$ cat src/rtl/core/tpt_pkg.sv
`default_nettype none

package tpt_pkg;

  // Sizes of the translator
  localparam int TLB_ENTRIES = 16;
  localparam int PAGE_BITS   = 8;
  localparam int OFFSET_BITS = 8;
  localparam int VA_W        = PAGE_BITS + OFFSET_BITS;
  localparam int NUM_PAGES   = 1 << PAGE_BITS;
  localparam int TLB_IDX_W   = $clog2(TLB_ENTRIES);
  localparam int RANK_W      = TLB_IDX_W;
  localparam int FILL_W      = $clog2(TLB_ENTRIES + 1);

  typedef logic [VA_W-1:0]        va_t;
  typedef logic [PAGE_BITS-1:0]   page_t;
  typedef logic [OFFSET_BITS-1:0] offset_t;
  typedef logic [TLB_IDX_W-1:0]   tlb_idx_t;
  typedef logic [RANK_W-1:0]      rank_t;
  typedef logic [FILL_W-1:0]      fill_t;

endpackage

`default_nettype wire

$ cat src/rtl/core/tpt_if.sv
`default_nettype none

// Request channel: one virtual address per word
interface tpt_req_if;
  import tpt_pkg::*;

  logic valid;
  logic ready;
  va_t  virtual_address;

  modport source (output valid, output virtual_address, input ready);
  modport sink   (input valid, input virtual_address, output ready);
endinterface

// Response channel: one translation per word
interface tpt_rsp_if;
  import tpt_pkg::*;

  logic valid;
  logic ready;
  va_t  physical_address;
  logic tlb_hit;
  logic pg_fault;

  modport source (output valid, output physical_address, output tlb_hit,
                  output pg_fault, input ready);
  modport sink   (input valid, input physical_address, input tlb_hit,
                  input pg_fault, output ready);
endinterface

`default_nettype wire

$ cat src/rtl/core/tlb_page_table_translator.sv
`default_nettype none

// Channel   Modport  Word                                          Handshake
// in_i      sink     virtual_address                               valid/ready
// out_o     source   physical_address, tlb_hit, pg_fault           valid/ready
//
// Each address is taken while idle, which starts the page table read; the scan then
// steps through the TLB slots one at a time through the single page/rank comparator,
// and the finish step updates the tables and loads the result register.
// in_i.ready is high only while idle; a result stalled on out_o holds the next
// update in ST_FINISH, so at most one more address is taken while a word waits.
// Reset clears the TLB, the present bits and the frame counter at once.
module tlb_page_table_translator (
  input  logic      clk_i,
  input  logic      rst_ni,
  tpt_req_if.sink   in_i,
  tpt_rsp_if.source out_o
);
  import tpt_pkg::*;

  typedef enum logic [1:0] {ST_IDLE, ST_SCAN, ST_FINISH} state_e;

  state_e               state_q;
  va_t                  va_q;
  tlb_idx_t             idx_q;
  logic                 hit_q;
  tlb_idx_t             hit_slot_q;
  tlb_idx_t             victim_q;
  rank_t                vmax_q;
  fill_t                fill_q;
  logic [PAGE_BITS:0]   nff_q;
  logic [TLB_ENTRIES-1:0] tlb_valid_q;
  page_t                tlb_page_q  [TLB_ENTRIES];
  page_t                tlb_frame_q [TLB_ENTRIES];
  rank_t                tlb_rank_q  [TLB_ENTRIES];
  logic [NUM_PAGES-1:0] present_q;
  logic                 out_valid_q;
  va_t                  out_pa_q;
  logic                 out_hit_q;
  logic                 out_fault_q;

  logic     in_acc;
  page_t    cur_page;
  page_t    in_page;
  logic     scan_match;
  logic     scan_gt;
  logic     last_idx;
  logic     tlb_full;
  tlb_idx_t ins_slot;
  logic     pt_present;
  page_t    ram_rdata;
  page_t    miss_frame;
  page_t    res_frame;
  logic     fault;
  logic     commit;
  rank_t    old_rank;

  assign in_acc   = in_i.valid && in_i.ready;
  assign cur_page = va_q[OFFSET_BITS +: PAGE_BITS];
  assign in_page  = in_i.virtual_address[OFFSET_BITS +: PAGE_BITS];

  // Shared comparator: one slot per cycle for the lookup and the LRU search
  assign scan_match = tlb_valid_q[idx_q] && (tlb_page_q[idx_q] == cur_page);
  assign scan_gt    = tlb_rank_q[idx_q] > vmax_q;
  assign last_idx   = idx_q == TLB_IDX_W'(TLB_ENTRIES - 1);

  // Replacement choice and frame selection
  assign tlb_full   = fill_q == FILL_W'(TLB_ENTRIES);
  assign ins_slot   = tlb_full ? victim_q : fill_q[TLB_IDX_W-1:0];
  assign pt_present = present_q[cur_page];
  assign miss_frame = pt_present ? ram_rdata : nff_q[PAGE_BITS-1:0];
  assign res_frame  = hit_q ? tlb_frame_q[hit_slot_q] : miss_frame;
  assign fault      = !hit_q && !pt_present;
  assign old_rank   = tlb_rank_q[hit_slot_q];
  assign commit     = (state_q == ST_FINISH) && (!out_valid_q || out_o.ready);

  // Page table frames; read started as the address is taken
  tpt_ram #(
    .WIDTH(PAGE_BITS),
    .DEPTH(NUM_PAGES)
  ) u_frame_ram (
    .clk_i  (clk_i),
    .we_i   (commit && fault),
    .waddr_i(cur_page),
    .wdata_i(nff_q[PAGE_BITS-1:0]),
    .re_i   (in_acc),
    .raddr_i(in_page),
    .rdata_o(ram_rdata)
  );

  // Sequencer, TLB state and result register
  always_ff @(posedge clk_i or negedge rst_ni) begin
    if (!rst_ni) begin
      state_q     <= ST_IDLE;
      va_q        <= '0;
      idx_q       <= '0;
      hit_q       <= 1'b0;
      hit_slot_q  <= '0;
      victim_q    <= '0;
      vmax_q      <= '0;
      fill_q      <= '0;
      nff_q       <= '0;
      tlb_valid_q <= '0;
      present_q   <= '0;
      out_valid_q <= 1'b0;
      out_pa_q    <= '0;
      out_hit_q   <= 1'b0;
      out_fault_q <= 1'b0;
      for (int i = 0; i < TLB_ENTRIES; i++) begin
        tlb_page_q[i]  <= '0;
        tlb_frame_q[i] <= '0;
        tlb_rank_q[i]  <= '0;
      end
    end else begin
      if (out_valid_q && out_o.ready && !commit) begin
        out_valid_q <= 1'b0;
      end
      case (state_q)
        ST_IDLE: begin
          if (in_acc) begin
            va_q     <= in_i.virtual_address;
            idx_q    <= '0;
            hit_q    <= 1'b0;
            victim_q <= '0;
            vmax_q   <= '0;
            state_q  <= ST_SCAN;
          end
        end
        ST_SCAN: begin
          // first matching slot wins
          if (scan_match && !hit_q) begin
            hit_q      <= 1'b1;
            hit_slot_q <= idx_q;
          end
          if (scan_gt) begin
            victim_q <= idx_q;
            vmax_q   <= tlb_rank_q[idx_q];
          end
          if (last_idx) begin
            state_q <= ST_FINISH;
          end else begin
            idx_q <= idx_q + 1'b1;
          end
        end
        ST_FINISH: begin
          if (commit) begin
            // age the other slots
            for (int i = 0; i < TLB_ENTRIES; i++) begin
              if (hit_q) begin
                if (TLB_IDX_W'(i) != hit_slot_q && tlb_valid_q[i] &&
                    tlb_rank_q[i] < old_rank) begin
                  tlb_rank_q[i] <= rank_t'(tlb_rank_q[i] + 1'b1);
                end
              end else if (TLB_IDX_W'(i) != ins_slot && tlb_valid_q[i]) begin
                tlb_rank_q[i] <= rank_t'(tlb_rank_q[i] + 1'b1);
              end
            end
            if (hit_q) begin
              tlb_rank_q[hit_slot_q] <= '0;
            end else begin
              tlb_valid_q[ins_slot] <= 1'b1;
              tlb_page_q[ins_slot]  <= cur_page;
              tlb_frame_q[ins_slot] <= miss_frame;
              tlb_rank_q[ins_slot]  <= '0;
              if (!tlb_full) begin
                fill_q <= fill_q + 1'b1;
              end
            end
            // fresh frame on a page fault, counter saturates past the last page
            if (fault) begin
              present_q[cur_page] <= 1'b1;
              if (!nff_q[PAGE_BITS]) begin
                nff_q <= nff_q + 1'b1;
              end
            end
            out_valid_q <= 1'b1;
            out_pa_q    <= {res_frame, va_q[OFFSET_BITS-1:0]};
            out_hit_q   <= hit_q;
            out_fault_q <= fault;
            state_q     <= ST_IDLE;
          end
        end
        default: begin
          state_q <= ST_IDLE;
        end
      endcase
    end
  end

  assign in_i.ready             = state_q == ST_IDLE;
  assign out_o.valid            = out_valid_q;
  assign out_o.physical_address = out_pa_q;
  assign out_o.tlb_hit          = out_hit_q;
  assign out_o.pg_fault         = out_fault_q;

endmodule

`default_nettype wire

$ cat src/rtl/core/tpt_ram.sv
`default_nettype none

// Simple dual-port RAM, one write and one registered read per cycle
module tpt_ram #(
  parameter int WIDTH  = 8,
  parameter int DEPTH  = 256,
  parameter int ADDR_W = $clog2(DEPTH)
) (
  input  logic              clk_i,
  input  logic              we_i,
  input  logic [ADDR_W-1:0] waddr_i,
  input  logic [WIDTH-1:0]  wdata_i,
  input  logic              re_i,
  input  logic [ADDR_W-1:0] raddr_i,
  output logic [WIDTH-1:0]  rdata_o
);

  logic [WIDTH-1:0] mem_q [DEPTH];
  logic [WIDTH-1:0] rdata_q;

  always_ff @(posedge clk_i) begin
    if (we_i) begin
      mem_q[waddr_i] <= wdata_i;
    end
    if (re_i) begin
      rdata_q <= mem_q[raddr_i];
    end
  end

  assign rdata_o = rdata_q;

endmodule

`default_nettype wire

$ cat src/flat_wrapper.sv
// flat-port wrapper written by rule: the top's interface ports become plain ports
module tlb_page_table_translator_flat import tpt_pkg::*;
  (clk_i, rst_ni, in_i_valid, in_i_virtual_address, in_i_ready, out_o_valid, out_o_physical_address, out_o_tlb_hit, out_o_pg_fault, out_o_ready);
  tpt_req_if in_i_i ();
  tpt_rsp_if out_o_i ();
  input  logic clk_i;
  input  logic rst_ni;
  input wire logic [$bits(in_i_i.valid)-1:0] in_i_valid;
  input wire logic [$bits(in_i_i.virtual_address)-1:0] in_i_virtual_address;
  output wire logic [$bits(in_i_i.ready)-1:0] in_i_ready;
  output wire logic [$bits(out_o_i.valid)-1:0] out_o_valid;
  output wire logic [$bits(out_o_i.physical_address)-1:0] out_o_physical_address;
  output wire logic [$bits(out_o_i.tlb_hit)-1:0] out_o_tlb_hit;
  output wire logic [$bits(out_o_i.pg_fault)-1:0] out_o_pg_fault;
  input wire logic [$bits(out_o_i.ready)-1:0] out_o_ready;
  assign in_i_i.valid = in_i_valid;
  assign in_i_i.virtual_address = in_i_virtual_address;
  assign in_i_ready = in_i_i.ready;
  assign out_o_valid = out_o_i.valid;
  assign out_o_physical_address = out_o_i.physical_address;
  assign out_o_tlb_hit = out_o_i.tlb_hit;
  assign out_o_pg_fault = out_o_i.pg_fault;
  assign out_o_i.ready = out_o_ready;
  tlb_page_table_translator u_core (.clk_i(clk_i), .rst_ni(rst_ni), .in_i(in_i_i), .out_o(out_o_i));
endmodule
$ cat config.mk
export PLATFORM = sky130hd
export DESIGN_NAME = tlb_page_table_translator_flat
export DESIGN_NICKNAME = d
export VERILOG_FILES = /design/src/rtl/core/tpt_pkg.sv /design/src/rtl/core/tpt_if.sv /design/src/rtl/core/tlb_page_table_translator.sv /design/src/rtl/core/tpt_ram.sv /design/src/flat_wrapper.sv
export SDC_FILE = /design/constraint.sdc
export NUM_CORES = 2
export LEC_CHECK = 0
export ABC_CLOCK_PERIOD_IN_PS = 5700
export BUFFER_PORTS_ARGS = -buffer_cell sky130_fd_sc_hd__buf_2
export CORE_AREA = 10 10 713 364
export CTS_CLUSTER_SIZE = 40
export DETAILED_ROUTE_END_ITERATION = 8
export DIE_AREA = 0 0 723 374
export PLACE_DENSITY_LB_ADDON = 0.15
export SLEW_MARGIN = 30
export SYNTH_ARGS = -nofsm -noshare
export SYNTH_HDL_FRONTEND = slang
export SYNTH_SLANG_ARGS = --single-unit
export TNS_END_PERCENT = 50
$ cat constraint.sdc
create_clock -name clk_i -period 5.7 [get_ports clk_i]
set_input_delay 0.285 -clock clk_i [delete_from_list [all_inputs] [get_ports clk_i]]
set_output_delay 0.285 -clock clk_i [all_outputs]
set_load 0.1 [all_outputs]
# == After elaboration in Yosys (flattened, before gate mapping) ==
# Memory sizes are Yosys's and may differ from the RTL's. A register that Yosys moved wholly into a read port is not among the register bits.
# Cells that the tools add are included.
# totals
ff_bits,660
output_inout_bits,20
memories,1
latchBits,0
mem_bits_rw,2048
rom_bits,0
wordCells,376
# classes
n_bitwise,12
magnitude_cmp,27
n_div,0
mul,0
shifts,0
muxes,132
n_reduce_logical,80
add_sub_neg,19
n_eq_ne,41
# mem_list
name,depth,word_bits,read_ports,rd_clocked_by_memory_dff,wr,line,rtl
u_core.u_frame_ram.mem_q,256,8,1,1,1,tpt_ram.sv:18,logic [WIDTH-1:0] mem_q [DEPTH];
# ops
cell,count
$mux W4,91
$bwmux W128,2
$or A256 B256 Y256,1
$and A64 B64 Y64,2
$not A64 Y64,2
$add A4 B1 Y4 const B,17
$bmux W8 S4,2
$lt A4 B4 Y1,16
$mux W64,1
$ne A4 B4 Y1 const A,16
$logic_and A1 B1 Y1,60
$mux W8,7
$bmux W4 S4,2
$demux W4 S4,2
$demux W8 S4,1
$ne A3 B4 Y1 const A,8
$pmux W4 S2,3
$reduce_and A3 Y1,6
$ne A2 B4 Y1 const A,4
$or A16 B16 Y16,1
$ge A5 B5 Y1 const B,3
$not A4 Y5,3
$mux W1,11
$lt A4 B5 Y1 const B,2
31 further kinds,48

# == Logic depth before layout (Yosys ltp) ==
# depth
ltp_word,12
depth_mapped,15
ltp_nobuf,11

# == Cells and area by module ==
# Synthesis repeated with hierarchy kept, for this count alone.
# hier_totals
hier_cells,6430
area_unflattened_um2,111720.9
# by_module_without_submodules
module,seq_area_each_um2,instances,area_each_um2,cells_per_inst
tpt_ram,61739.2,1,79636.4,3733
tlb_page_table_translator,16515.8,1,32084.5,2697

# == Worst setup path before layout ==
# Ideal clock, no wire load.
# synth_path
path_type,register to register
from,register u_core.nff_q[5]
to,register u_core.nff_q[7]
n_path_buf,0
path_slack_ps,1112
arrival_ps,4306
stages_incl_launch_ff,5
path_cell_list,dfrtp_1 > and3_1 > and3_1 > nand4_1 > xnor2_1
# synth_between
elab_chain_cells,1
# synth_rtl
item,line,rtl
"start, declared",tlb_page_table_translator.sv:31,logic [PAGE_BITS:0] nff_q;
"start signal, assigned",tlb_page_table_translator.sv:173,nff_q <= nff_q + 1'b1;
$add A9 B1 Y9,tlb_page_table_translator.sv:173,
# No other way between the ends.
# A chain may end at the register's enable or synchronous reset.

# == Worst setup path in the final report ==
# layout_path
from,register u_core.va_q[8]
to,"memory u_core.u_frame_ram.mem_q[231][3], enable pin"
# layout_between
elab_chain_cells,7
# layout_rtl
item,line,rtl
"start, declared",tlb_page_table_translator.sv:24,va_t va_q;
"start signal, assigned",tlb_page_table_translator.sv:121,va_q <= in_i.virtual_address;
$bmux W1 S8,tlb_page_table_translator.sv:70,assign pt_present = present_q[cur_page];
$mux W1 (not written as such),tlb_page_table_translator.sv:70,
$logic_not A1 Y1,tlb_page_table_translator.sv:73,assign fault = !hit_q && !pt_present;
$logic_and A1 B1 Y1,tlb_page_table_translator.sv:73,
$logic_and A1 B1 Y1,tlb_page_table_translator.sv:83,".we_i (commit && fault),"
$mux W1,tpt_ram.sv:22,if (we_i) begin
$mux W1 (not written as such),tpt_ram.sv:23,mem_q[waddr_i] <= wdata_i;
"end, declared",tpt_ram.sv:18,
# Several ways; a longest one is shown, not always the timed one. The select of a mux whose other input is x is not followed.

==> metrics <==
worst path arrival time roughly 5.3 ns; DR pass1 iterations 6; wire length reported by the detailed router 288000 microns; CP max FO 40; overflow left after global routing 0; result of the run complete, no violations; horizontal extent of the die roughly 720 microns; Yosys warning total 0; row count approximately 130; Clock Power Share 38.1%; leakage power between 40 and 50 nW; iteration-0 DRC count of the detailed router 6140; worst slack at placement 0.828 ns; Synth-to-Final Area Change 11.5%; met1 WL 125000 microns; routed wirelength normalized by instance count slightly above 30 microns; # H-tree levels 4; minimum period implied by the final worst setup slack 4.84 ns; final core area utilization 50.1%; CP max-delay cell sky130_fd_sc_hd__dfrtp_4; Mapped Nets around 6000; GRT Util Overall 20.9%; most common cell after layout, fill and taps aside sky130_fd_sc_hd__edfxtp_1; share of post-route cells with drive strength above 1 25.7%; root buffer cell sky130_fd_sc_hd__clkbuf_16; synthesized flop and latch total 2716; RD Place Congestion 0.821; antenna violations before repair 22; Post-Synthesis Cells 5879; clock transition time at the flip-flop clock pins of the worst setup and hold paths 0.07 ns; global-route wire length before repair approximately 420000 microns; # setup viols final 0; count of unique library cells instantiated by Yosys 61; WS Path Type register to register; fin nets 6042; leading cell types in the layout, fill and taps excluded sky130_fd_sc_hd__edfxtp_1, sky130_fd_sc_hd__mux4_2, sky130_fd_sc_hd__dfrtp_1, sky130_fd_sc_hd__nor2_1, sky130_fd_sc_hd__nand2_1; data required time at the worst endpoint 6.20 ns; proportion of synthesized chip area in sequential cells 70.7%; total net switching power around 11 mW; commonest register cell after synthesis sky130_fd_sc_hd__edfxtp_1; setup repair after global routing missed its margin no; post-cts repair resize count 0; vias in the first global route roughly 59000; kind of cell adding the most delay to the critical path simple AND/OR/NAND/NOR gates; Highest Signal Layer met5; wire length on met3 21100 microns; Fin Clk Skew 0.0435 ns; CTS buffer count 242; number of buffers and inverters on the critical path 1; critical path endpoint category register; Tcrit/Tclk final 85.0%; io pins 40; minimum setup slack in the final design between 0.8 and 0.9 ns; power density over the cells 353 nW/um^2; cell area after technology mapping 111000 sq um; Chip Height 374 microns; post-synthesis async set-or-reset flop share 24.3%; share of power burned in combinational logic 12.0%; TritonCTS clock tree done; slowest cell delay on critical path 0.92 ns; Max rail drop VDD 0.259 mV; via density per instance 6.11; endpoints failing hold 0; via count 57588; Clk Latency, worst-skew pair approximately 0.89 ns; Detail Placement HPWL ~170000 microns; register share of total power roughly 50%; die area roughly 270000 sq um; worst rel slew slack 20.8%; maximum number of pins on one net before global-route repair 186; Starting Density 44.9%; routed length on met2 133000 microns; maximum clock path buffer count 4; # port buffers 39; number of remaining DRC errors 0; Internal Power 32.2 mW; worst slew pin tran 1.19 ns; cell breakdown of the critical path buf_4 -> mux4_2 -> a22o_1 -> o21ai_1 -> a21oi_1 -> nor3b_2 -> o22ai_2 -> nor2_2 -> and3_1; Achievable Freq 207 MHz; Num Clock Sinks 2716; kind of path behind the tightest hold check input pin to async pin; switching portion of total power 26.2%; placeable core region 247000 sq um; setup tns final 0 ns; number of pins with negative max-slew slack in the final report 0; number of flops mapped to enable cells by yosys roughly 2100; average instance area after synthesis 18.8 sq um; max-cap viol count 0; number of routed nets with antenna violations 0; startpoint type of the worst setup path register
[registers in the layout (all words and copies together) (netlist names)]
| signal | flops |
|---|---|
| u_core.out_o.tlb_hit | 1 |
| u_core.hit_q | 1 |
| u_core.tlb_valid_q | 16 |
| u_core.tlb_page_q | 128 |
| u_core.out_o.pg_fault | 1 |
| u_core.hit_slot_q | 4 |
| u_core.u_frame_ram.mem_q | 2048 |
| u_core.tlb_frame_q | 128 |
| u_core.out_o.physical_address | 16 |
| u_core.nff_q | 9 |
| u_core.va_q | 16 |
| u_core.idx_q | 4 |
| u_core.state_q | 2 |
| u_core.vmax_q | 4 |
| u_core.tlb_rank_q | 64 |
| u_core.u_frame_ram.rdata_o | 8 |
| u_core.fill_q | 5 |
| u_core.victim_q | 4 |
| u_core.out_o.valid | 1 |
| u_core.present_q | 256 |
[worst register-to-register path: cells and delay by family, from the launching register on]
| family | cells | cell delay (ns) |
|---|---|---|
| flops | 1 | 0.92 |
| buf+inv | 1 | 0.60 |
| simple gates | 3 | 1.73 |
| mux | 1 | 0.56 |
| compound gates | 4 | 0.65 |
[final cells by class]
cell class                      count  area (sq um)
Clock inverter                    126          1310
Tap cell                         3275          4100
Inverter                           46           173
Timing Repair Buffer              227          2250
Fill cell                       19714        123000
Clock buffer                      321          6590
Sequential cell                  2716         78300
Antenna cell                        3          7.51
Multi-Input combinational cell   2717         30700
[logic make-up after synthesis]
| kind of cell | synth area share, % |
|---|---|
| AOI/OAI and AO/OA | 4.18 |
| muxes | 18.9 |
| and+or+nand+nor | 3.51 |
| xor gates and xnor gates | 0.166 |
| buffers and inverters | 1.70 |
| adders and majority gates | 0.814 |
| DFF | 70.7 |
[final timing paths]
check                                              endpoint  slack (ns)  cells after the start                     start
max                        u_core.u_frame_ram.mem_q[231][3]        0.86                      9            u_core.va_q[8]
min                                   u_core.tlb_rank_q[18]        0.01                      2                    rst_ni
max reg2reg                u_core.u_frame_ram.mem_q[231][3]        0.86                      9            u_core.va_q[8]
min reg2reg                           u_core.present_q[211]        0.47                      1     u_core.present_q[211]
max in group asynchronous             u_core.present_q[139]        4.23                      4                    rst_ni
min in group clk_i                          u_core.va_q[14]        0.08                      4  in_i_virtual_address[14]
[synthesized netlist by cell type, types with 26 or more instances]
cell	instances	area share [%]
sky130_fd_sc_hd__inv_1	46	0.16
sky130_fd_sc_hd__o21ai_0	174	0.79
sky130_fd_sc_hd__a22oi_1	32	0.22
sky130_fd_sc_hd__o21ai_1	26	0.12
sky130_fd_sc_hd__buf_2	67	0.30
sky130_fd_sc_hd__mux2_2	125	1.3
sky130_fd_sc_hd__mux4_2	832	17
sky130_fd_sc_hd__nand4_1	31	0.18
sky130_fd_sc_hd__nand3_1	108	0.49
sky130_fd_sc_hd__nor2_1	338	1.1
sky130_fd_sc_hd__a21oi_1	95	0.43
sky130_fd_sc_hd__buf_1	46	0.16
sky130_fd_sc_hd__o21bai_1	253	1.7
sky130_fd_sc_hd__dfrtp_1	660	15
sky130_fd_sc_hd__nand2b_1	26	0.15
sky130_fd_sc_hd__ha_1	72	0.81
sky130_fd_sc_hd__edfxtp_1	2056	56
sky130_fd_sc_hd__nand2_1	294	1.0
sky130_fd_sc_hd__clkbuf_1	266	0.90
sky130_fd_sc_hd__mux2i_1	67	0.61
[power groups by stage]
stage / Clock [mW] / Combinational (mW) / Sequential [mW]
floorplan: 0 / 3.23 / 22.0
global placement: 0 / 5.09 / 22.2
detailed placement: 0 / 5.13 / 22.2
CTS: 16.9 / 5.20 / 21.8
global route: 17.7 / 5.47 / 21.8
finish: 16.6 / 5.22 / 21.8
[routing by layer]
layer  vias to the layer above  global-route usage [%]
li1                      23751                       -
met3                       434                    3.67
met1                     31114                    30.9
met2                      2285                    32.3
met5                         -                       0
met4                         4                    5.44
[stage by stage]
stage	hold slack [ns]	cell area, sq um	instances	power, mW
after floorplan	-0.0106	111000	5879	25.2
after global placement	0.342	115000	8955	27.3
after detailed placement	0.366	115000	8955	27.3
after CTS	0.0143	123000	9424	43.8
after global routing	0.0607	123000	9428	45.0
final	0.0112	123000	9431	43.6
[repair_timing]
item | in CTS | in global routing
hold buffers | 22 | 0
setup buffers | 0 | 0
endpoints found under the hold margin | 102 | 0
No activity file was read; power rests on OpenSTA's default activity.
